`src/hw/rtl/drq_pkg.sv`:
```
// ----------------------------------------------------------------------------
// drq_pkg
// Shared sizes and codes for the earliest-deadline-first ready queue.
// ----------------------------------------------------------------------------
package drq_pkg;

  localparam int DRQ_DEPTH     = 16;
  localparam int DRQ_KEY_WIDTH = 32;
  localparam int DRQ_HANDLE_W  = 8;
  localparam int DRQ_STATUS_W  = 2;

  localparam logic CMD_INSERT  = 1'b0;
  localparam logic CMD_EXTRACT = 1'b1;

  localparam logic [DRQ_STATUS_W-1:0] ST_DONE  = 2'd0;
  localparam logic [DRQ_STATUS_W-1:0] ST_EMPTY = 2'd1;
  localparam logic [DRQ_STATUS_W-1:0] ST_FULL  = 2'd2;

endpackage

```
`src/hw/rtl/deadline_ready_queue.sv`:
```
// ----------------------------------------------------------------------------
// deadline_ready_queue
// Earliest-deadline-first ready queue: sorted insert and head extract.
// ----------------------------------------------------------------------------
// channel  dir  tdata (low bit up)                     tuser
// in_      in   task_id, deadline                      command
// out_     out  out_task_id, out_deadline, queue_count status
//
// Entries sit in one RAM, largest key at address 0, head at count-1.
// Insert: walks down from the head while held keys are smaller, then writes
// the new entry; one RAM read and one write per cycle shift the walk.
// Extract: one head read. A refused or empty item goes straight to its result.
// Reset empties the queue at once. A new item is taken while a result
// waits on out_; the next result holds until that transfer.
// ----------------------------------------------------------------------------
module deadline_ready_queue
  import drq_pkg::*;
#(
  parameter int QUEUE_DEPTH = DRQ_DEPTH,
  parameter int KEY_WIDTH   = DRQ_KEY_WIDTH,
  localparam int CW     = $clog2(QUEUE_DEPTH + 1),
  localparam int IN_DW  = ((DRQ_HANDLE_W + KEY_WIDTH + 7) / 8) * 8,
  localparam int OUT_DW = ((DRQ_HANDLE_W + KEY_WIDTH + CW + 7) / 8) * 8
) (
  input  logic                    clk,
  input  logic                    rst_n,
  input  logic                    in_tvalid,
  output logic                    in_tready,
  input  logic [IN_DW-1:0]        in_tdata,   // task_id, deadline
  input  logic                    in_tuser,   // command
  output logic                    out_tvalid,
  input  logic                    out_tready,
  output logic [OUT_DW-1:0]       out_tdata,  // out_task_id, out_deadline, queue_count
  output logic [DRQ_STATUS_W-1:0] out_tuser   // status
);

  localparam int AW = $clog2(QUEUE_DEPTH);
  localparam int HW = DRQ_HANDLE_W;
  localparam int EW = HW + KEY_WIDTH;

  localparam logic [2:0] S_IDLE    = 3'd0;
  localparam logic [2:0] S_WALK    = 3'd1;
  localparam logic [2:0] S_PLACE   = 3'd2;
  localparam logic [2:0] S_EXTRACT = 3'd3;
  localparam logic [2:0] S_FINISH  = 3'd4;

  logic [2:0]              state_r, state_nxt;
  logic [CW-1:0]           count_r, count_nxt;
  logic [AW-1:0]           rd_ptr_r, rd_ptr_nxt;
  logic [KEY_WIDTH-1:0]    key_r, key_nxt;
  logic [HW-1:0]           id_r, id_nxt;
  logic [DRQ_STATUS_W-1:0] res_status_r, res_status_nxt;
  logic [HW-1:0]           res_id_r, res_id_nxt;
  logic [KEY_WIDTH-1:0]    res_key_r, res_key_nxt;
  logic                    out_valid_r, out_valid_nxt;
  logic [DRQ_STATUS_W-1:0] out_status_r;
  logic [HW-1:0]           out_id_r;
  logic [KEY_WIDTH-1:0]    out_key_r;
  logic [CW-1:0]           out_count_r;
  logic                    out_load;

  logic                    ram_wr_en, ram_rd_en;
  logic [AW-1:0]           ram_wr_addr, ram_rd_addr;
  logic [EW-1:0]           ram_wr_data, ram_rd_data;
  logic [KEY_WIDTH-1:0]    rd_key;
  logic [CW-1:0]           count_m1;
  logic                    in_xfer;

  assign in_tready = (state_r == S_IDLE);
  assign in_xfer   = in_tvalid && in_tready;
  assign count_m1  = count_r - CW'(1);
  assign rd_key    = ram_rd_data[KEY_WIDTH-1:0];
  assign out_load  = (state_r == S_FINISH) && (!out_valid_r || out_tready);

  drq_ram #(
    .WIDTH (EW),
    .DEPTH (QUEUE_DEPTH)
  ) u_ram (
    .clk     (clk),
    .wr_en   (ram_wr_en),
    .wr_addr (ram_wr_addr),
    .wr_data (ram_wr_data),
    .rd_en   (ram_rd_en),
    .rd_addr (ram_rd_addr),
    .rd_data (ram_rd_data)
  );

  always_comb begin
    state_nxt      = state_r;
    count_nxt      = count_r;
    rd_ptr_nxt     = rd_ptr_r;
    key_nxt        = key_r;
    id_nxt         = id_r;
    res_status_nxt = res_status_r;
    res_id_nxt     = res_id_r;
    res_key_nxt    = res_key_r;
    out_valid_nxt  = out_valid_r;
    ram_wr_en      = 1'b0;
    ram_wr_addr    = rd_ptr_r + AW'(1);
    ram_wr_data    = ram_rd_data;
    ram_rd_en      = 1'b0;
    ram_rd_addr    = count_m1[AW-1:0];

    if (out_valid_r && out_tready) begin
      out_valid_nxt = 1'b0;
    end

    unique case (state_r)
      S_IDLE: begin
        if (in_xfer) begin
          key_nxt        = in_tdata[HW+KEY_WIDTH-1:HW];
          id_nxt         = in_tdata[HW-1:0];
          res_status_nxt = ST_DONE;
          res_id_nxt     = '0;
          res_key_nxt    = '0;
          rd_ptr_nxt     = count_m1[AW-1:0];
          if (in_tuser == CMD_INSERT) begin
            if (count_r == CW'(QUEUE_DEPTH)) begin
              res_status_nxt = ST_FULL;
              state_nxt      = S_FINISH;
            end else if (count_r == '0) begin
              state_nxt = S_PLACE;
            end else begin
              ram_rd_en = 1'b1;
              state_nxt = S_WALK;
            end
          end else begin
            if (count_r == '0) begin
              res_status_nxt = ST_EMPTY;
              state_nxt      = S_FINISH;
            end else begin
              ram_rd_en = 1'b1;
              state_nxt = S_EXTRACT;
            end
          end
        end
      end
      S_WALK: begin
        ram_wr_en = 1'b1;
        if (rd_key < key_r) begin
          if (rd_ptr_r == '0) begin
            state_nxt = S_PLACE;
          end else begin
            ram_rd_en   = 1'b1;
            ram_rd_addr = rd_ptr_r - AW'(1);
            rd_ptr_nxt  = rd_ptr_r - AW'(1);
          end
        end else begin
          ram_wr_data = {id_r, key_r};
          count_nxt   = count_r + CW'(1);
          state_nxt   = S_FINISH;
        end
      end
      S_PLACE: begin
        ram_wr_en   = 1'b1;
        ram_wr_addr = '0;
        ram_wr_data = {id_r, key_r};
        count_nxt   = count_r + CW'(1);
        state_nxt   = S_FINISH;
      end
      S_EXTRACT: begin
        res_id_nxt  = ram_rd_data[EW-1:KEY_WIDTH];
        res_key_nxt = rd_key;
        count_nxt   = count_m1;
        state_nxt   = S_FINISH;
      end
      S_FINISH: begin
        if (out_load) begin
          out_valid_nxt = 1'b1;
          state_nxt     = S_IDLE;
        end
      end
      default: begin
        state_nxt = S_IDLE;
      end
    endcase
  end

  always_ff @(posedge clk) begin
    if (!rst_n) begin
      state_r     <= S_IDLE;
      count_r     <= '0;
      out_valid_r <= 1'b0;
    end else begin
      state_r     <= state_nxt;
      count_r     <= count_nxt;
      out_valid_r <= out_valid_nxt;
    end
    rd_ptr_r     <= rd_ptr_nxt;
    key_r        <= key_nxt;
    id_r         <= id_nxt;
    res_status_r <= res_status_nxt;
    res_id_r     <= res_id_nxt;
    res_key_r    <= res_key_nxt;
    if (out_load) begin
      out_status_r <= res_status_r;
      out_id_r     <= res_id_r;
      out_key_r    <= res_key_r;
      out_count_r  <= count_r;
    end
  end

  assign out_tvalid = out_valid_r;
  assign out_tuser  = out_status_r;
  assign out_tdata  = OUT_DW'({out_count_r, out_key_r, out_id_r});

`ifndef ASSERT_OFF
  a_count_bound: assert property (@(posedge clk) disable iff (!rst_n)
    count_r <= CW'(QUEUE_DEPTH))
    else $error("entry count above queue depth");

  a_extract_dec: assert property (@(posedge clk) disable iff (!rst_n)
    state_r == S_EXTRACT |=> count_r == $past(count_r) - CW'(1))
    else $error("extract did not drop one entry");

  a_walk_in_range: assert property (@(posedge clk) disable iff (!rst_n)
    state_r == S_WALK |-> {1'b0, rd_ptr_r} < (AW+1)'(count_r))
    else $error("walk pointer outside held entries");

  a_full_status: assert property (@(posedge clk) disable iff (!rst_n)
    out_load && res_status_r == ST_FULL |-> count_r == CW'(QUEUE_DEPTH))
    else $error("full status with room left");
`endif

endmodule

```
`src/hw/rtl/drq_ram.sv`:
```
// ----------------------------------------------------------------------------
// drq_ram
// Generic single-write, single-read RAM with registered read data.
// ----------------------------------------------------------------------------
module drq_ram #(
  parameter int WIDTH = 40,
  parameter int DEPTH = 16
) (
  input  logic                     clk,
  input  logic                     wr_en,
  input  logic [$clog2(DEPTH)-1:0] wr_addr,
  input  logic [WIDTH-1:0]         wr_data,
  input  logic                     rd_en,
  input  logic [$clog2(DEPTH)-1:0] rd_addr,
  output logic [WIDTH-1:0]         rd_data
);

  logic [WIDTH-1:0] mem [DEPTH];

  always_ff @(posedge clk) begin
    if (wr_en) begin
      mem[wr_addr] <= wr_data;
    end
    if (rd_en) begin
      rd_data <= mem[rd_addr];
    end
  end

endmodule

```
`config.mk`:
```
export PLATFORM = sky130hd
export DESIGN_NAME = deadline_ready_queue
export DESIGN_NICKNAME = d
export VERILOG_FILES = /design/src/hw/rtl/drq_pkg.sv /design/src/hw/rtl/deadline_ready_queue.sv /design/src/hw/rtl/drq_ram.sv
export SDC_FILE = /design/constraint.sdc
export NUM_CORES = 1
export LEC_CHECK = 0
export ABC_CLOCK_PERIOD_IN_PS = 5600
export BUFFER_PORTS_ARGS = -buffer_cell sky130_fd_sc_hd__buf_2
export CAP_MARGIN = 25
export CORE_MARGIN = 2
export CORE_UTILIZATION = 35
export CTS_CLUSTER_DIAMETER = 40
export DETAILED_ROUTE_END_ITERATION = 16
export PLACE_DENSITY = 0.59
export SETUP_SLACK_MARGIN = 0.1
export SLEW_MARGIN = 10
export SYNTH_ARGS = -nofsm -noshare
export SYNTH_HDL_FRONTEND = slang
export SYNTH_SLANG_ARGS = --single-unit
```
`constraint.sdc`:
```
create_clock -name clk -period 5.6 [get_ports clk]
set_input_delay 0.84 -clock clk [delete_from_list [all_inputs] [get_ports clk]]
set_output_delay 0.84 -clock clk [all_outputs]
set_load 0.1 [all_outputs]
```
==> impl_results.md <==
- Worst hold path cell count: 1
- Crit-path cells: ha_1 -> nand2_1 -> nor4_2 -> o311ai_1 -> a311o_1 -> a21boi_0 -> a211o_2 -> buf_4 -> a31o_2 -> o32ai_1 -> a211o_1
- Final Setup Violations: 0
- Worst slew margin: 0.307
- I/O pin cnt: 97
- Row cnt: 112
- Seq/Total Area, Yosys: 0.749
- Number of buffers inserted by port buffering: 93
- Min-delay src: in_tdata[5]
- Leak pwr: 13.1 nW
- Design area: 39200 sq um
- Final WL: 89800 microns
- Yosys synthesis warning count: 0
- FFs w/ async S/R, synth: 0
- Most common cell after layout, fill and taps aside: edfxtp_1
- Slowest cell on crit path: a21boi_0
- Total CTS buffers: 114
- Period utilization: 0.851
- Critical-path maximum fanout: 13
- Drt via density: 5.54
- Pwr dens: 638 nW/um^2
- Post-layout min period: 4760 ps
- Crit path arrival time: 5170 ps
- Die Y: 310 microns
- H-tree levels: 3
- Final Hold Viols: 0
- Setup crit start kind: register
- Max_cap viols: 0
- Unique masters post-synth: 58
- Setup Skew: 33.5 ps
- Most frequent cells in the layout: edfxtp_1, and3_1, nand2_1
- Layout cell share with drive strength beyond 1: 0.206
- Antenna diodes: 0
- RePlAce Congestion: 0.813
- Worst skew pair latency: 680 ps
- Largest net degree at the start of global routing: 161
- Grt total ovfl: 0
- Remaining antenna violation count: 0
- Slowest cell delay on critical path: 600 ps
- Detail Placement HPWL: 47500 microns
- DR WL/cell: 25.2 microns
- # DRC: 0
- Worst-case clock buffer depth: 3
- Area occupied by multi-input gates: 7680 sq um
- Flip-flop and latch area: 24600 sq um
- Layout Nets: 2290
- Top-area cell type share of the netlist area: 0.743
- CTS root buffer: clkbuf_16
- Drt pass-1 iters: 5
- First-pass GRT wire length: 131000 microns
- Post-synthesis instance total: 2084
- Layout overhead on the synthesized area: 19.5%
- Area of the die: 96300 sq um
- Max-slew violations: 0
- Vias in the first global route: 19230
- CTS Sinks: 822
- RSZ-0062 raised after global routing: no
- Die extent in x: 310 microns
- Worst R2R End: u_ram.rd_data[7]$_DFFE_PP_
- Area leader, netlist: edfxtp_1
- Highest clock rate: 0.210 GHz
- Status: finished, final reports clean
- Starting DRT DRC Count: 2417
- Avg Inst Size Synth: 15.8 sq um
- Postcts setup bufs: 0
- Starting Density: 0.352
- Maximum vdd drop: 436 uV
- Sum Neg Setup Slack: 0 ps
- Number of synthesized register bits: 822
- DR vias: 19726
- Placed Area: 35200 sq um
- Register-to-Register Path Depth: 11
- Mapped Area: 32800 sq um
- Final Core Density: 0.421
- Crit Path Category: reg2reg
- Core Area: 93200 sq um
- Reg2reg start: u_ram.rd_data[15]$_DFFE_PP_
- Total GRT Usage: 0.185
- Synth top area cells: edfxtp_1, and3_1, a211oi_1, mux2i_1, a221oi_1
- Hold EP: id_r[5]$_DFFE_PP_
- Worst slew pin tran: 1040 ps
- HP Class: in2reg
- Number of synthesized flops with an enable pin: 813
- Layout fillers: 8300
- PostCTS Resize Cnt: 0
- Req. time, crit path: 6010 ps
- CTS clk-pin slew, worst paths: 60 ps
- Worst Setup End Kind: register
- Initial antenna violation count: 4
- CTS hold repair buffers: 0
- Top_reg_cell synth: edfxtp_1
- CTS tree: yes
- R2R Setup Slk: 840 ps
-- registers in the layout, indices dropped and copies added (netlist names) --
signal,count
state_r,3
count_r,5
out_key_r,32
res_key_r,32
out_tuser,2
out_id_r,8
u_ram.mem,640
key_r,32
res_id_r,8
rd_ptr_r,4
id_r,8
out_count_r,5
res_status_r,2
out_tvalid,1
u_ram.rd_data,40
-- worst max-delay path: cells and delay by family, from the launching register on --
family / cells / cell delay, ps
AOI/OAI and AO/OA: 7 / 2710
and+or+nand+nor: 2 / 660
DFF: 1 / 410
buffers and inverters: 1 / 400
adders and majority gates: 1 / 310
-- metal layers --
| layer | global-route usage | wire (microns) | share of wire | vias up |
|---|---|---|---|---|
| met5 | 0 | 0 | 0 | - |
| met4 | 0.0506 | 1800 | 0.020 | 0 |
| met3 | 0.0287 | 6890 | 0.077 | 128 |
| met2 | 0.294 | 41900 | 0.47 | 854 |
| met1 | 0.265 | 39200 | 0.44 | 10128 |
| li1 | - | - | - | 8616 |
-- per-stage QoR --
step                      instances  setup WS, ps  total power, mW  hold WS [ps]
after floorplan                2086          1020             14.6           400
after CTS                      3559           848             25.1           306
final                          3559           837             25.0           346
after detailed placement       3348           872             17.6           406
after global placement         3347          1030             17.4           402
after global routing           3559           699             26.1           328
-- cell type report --
| type | instances | area share |
|---|---|---|
| clock buffer | 124 | 0.0758 |
| clock inverter | 87 | 0.0269 |
| inverter | 38 | 0.00364 |
| multi-input combinational | 1072 | 0.196 |
| sequential | 822 | 0.627 |
| tap | 1254 | 0.0400 |
| timing repair buffer | 162 | 0.0311 |
-- power by group --
| group | internal, mW | switching [mW] |
|---|---|---|
| combinational | 2.50 | 6.06 |
| sequential | 8.70 | 0.318 |
| clock | 4.61 | 2.87 |
| total | 15.8 | 9.24 |
-- how the worst max path moves through the flow --
stage	from	to	slack [ps]	cells after the start
3_3_place_gp	u_ram.rd_data[15]$_DFFE_PP_	u_ram.rd_data[1]$_DFFE_PP_	1030	11
5_1_grt	u_ram.rd_data[15]$_DFFE_PP_	u_ram.rd_data[7]$_DFFE_PP_	700	11
4_1_cts	u_ram.rd_data[15]$_DFFE_PP_	u_ram.rd_data[7]$_DFFE_PP_	850	11
6_report	u_ram.rd_data[15]$_DFFE_PP_	u_ram.rd_data[7]$_DFFE_PP_	840	11
3_5_place_dp	u_ram.rd_data[15]$_DFFE_PP_	u_ram.rd_data[7]$_DFFE_PP_	870	11
2_1_floorplan	state_r[0]$_SDFFE_PN0P_	u_ram.rd_data[0]$_DFFE_PP_	1020	4
-- Yosys cell counts (7+ instances only) --
| cell type | count |
|---|---|
| edfxtp_1 | 813 |
| and3_1 | 165 |
| nand2_1 | 126 |
| a211oi_1 | 120 |
| clkbuf_1 | 106 |
| a21oi_1 | 95 |
| mux2i_1 | 76 |
| a221oi_1 | 74 |
| o21ai_0 | 52 |
| nand3_1 | 51 |
| mux2_2 | 40 |
| o32ai_1 | 40 |
| inv_1 | 38 |
| or3_1 | 36 |
| a31o_2 | 35 |
| buf_2 | 35 |
| ha_1 | 35 |
| nor2_1 | 31 |
| a31oi_1 | 9 |
| dfxtp_1 | 9 |
| a211o_1 | 8 |
| nor3_1 | 7 |
| xnor2_1 | 7 |
-- cell families after synthesis --
group | after synthesis | share of synthesized area
compound gates | 461 | 0.101
xor+xnor | 10 | 0.00267
fa+ha+maj | 35 | 0.0133
buf+inv | 192 | 0.0251
flops | 822 | 0.749
mux | 117 | 0.0373
other cells | 1 | 0.000114
simple gates | 446 | 0.0717
No activity file was read; power rests on OpenSTA's default activity.
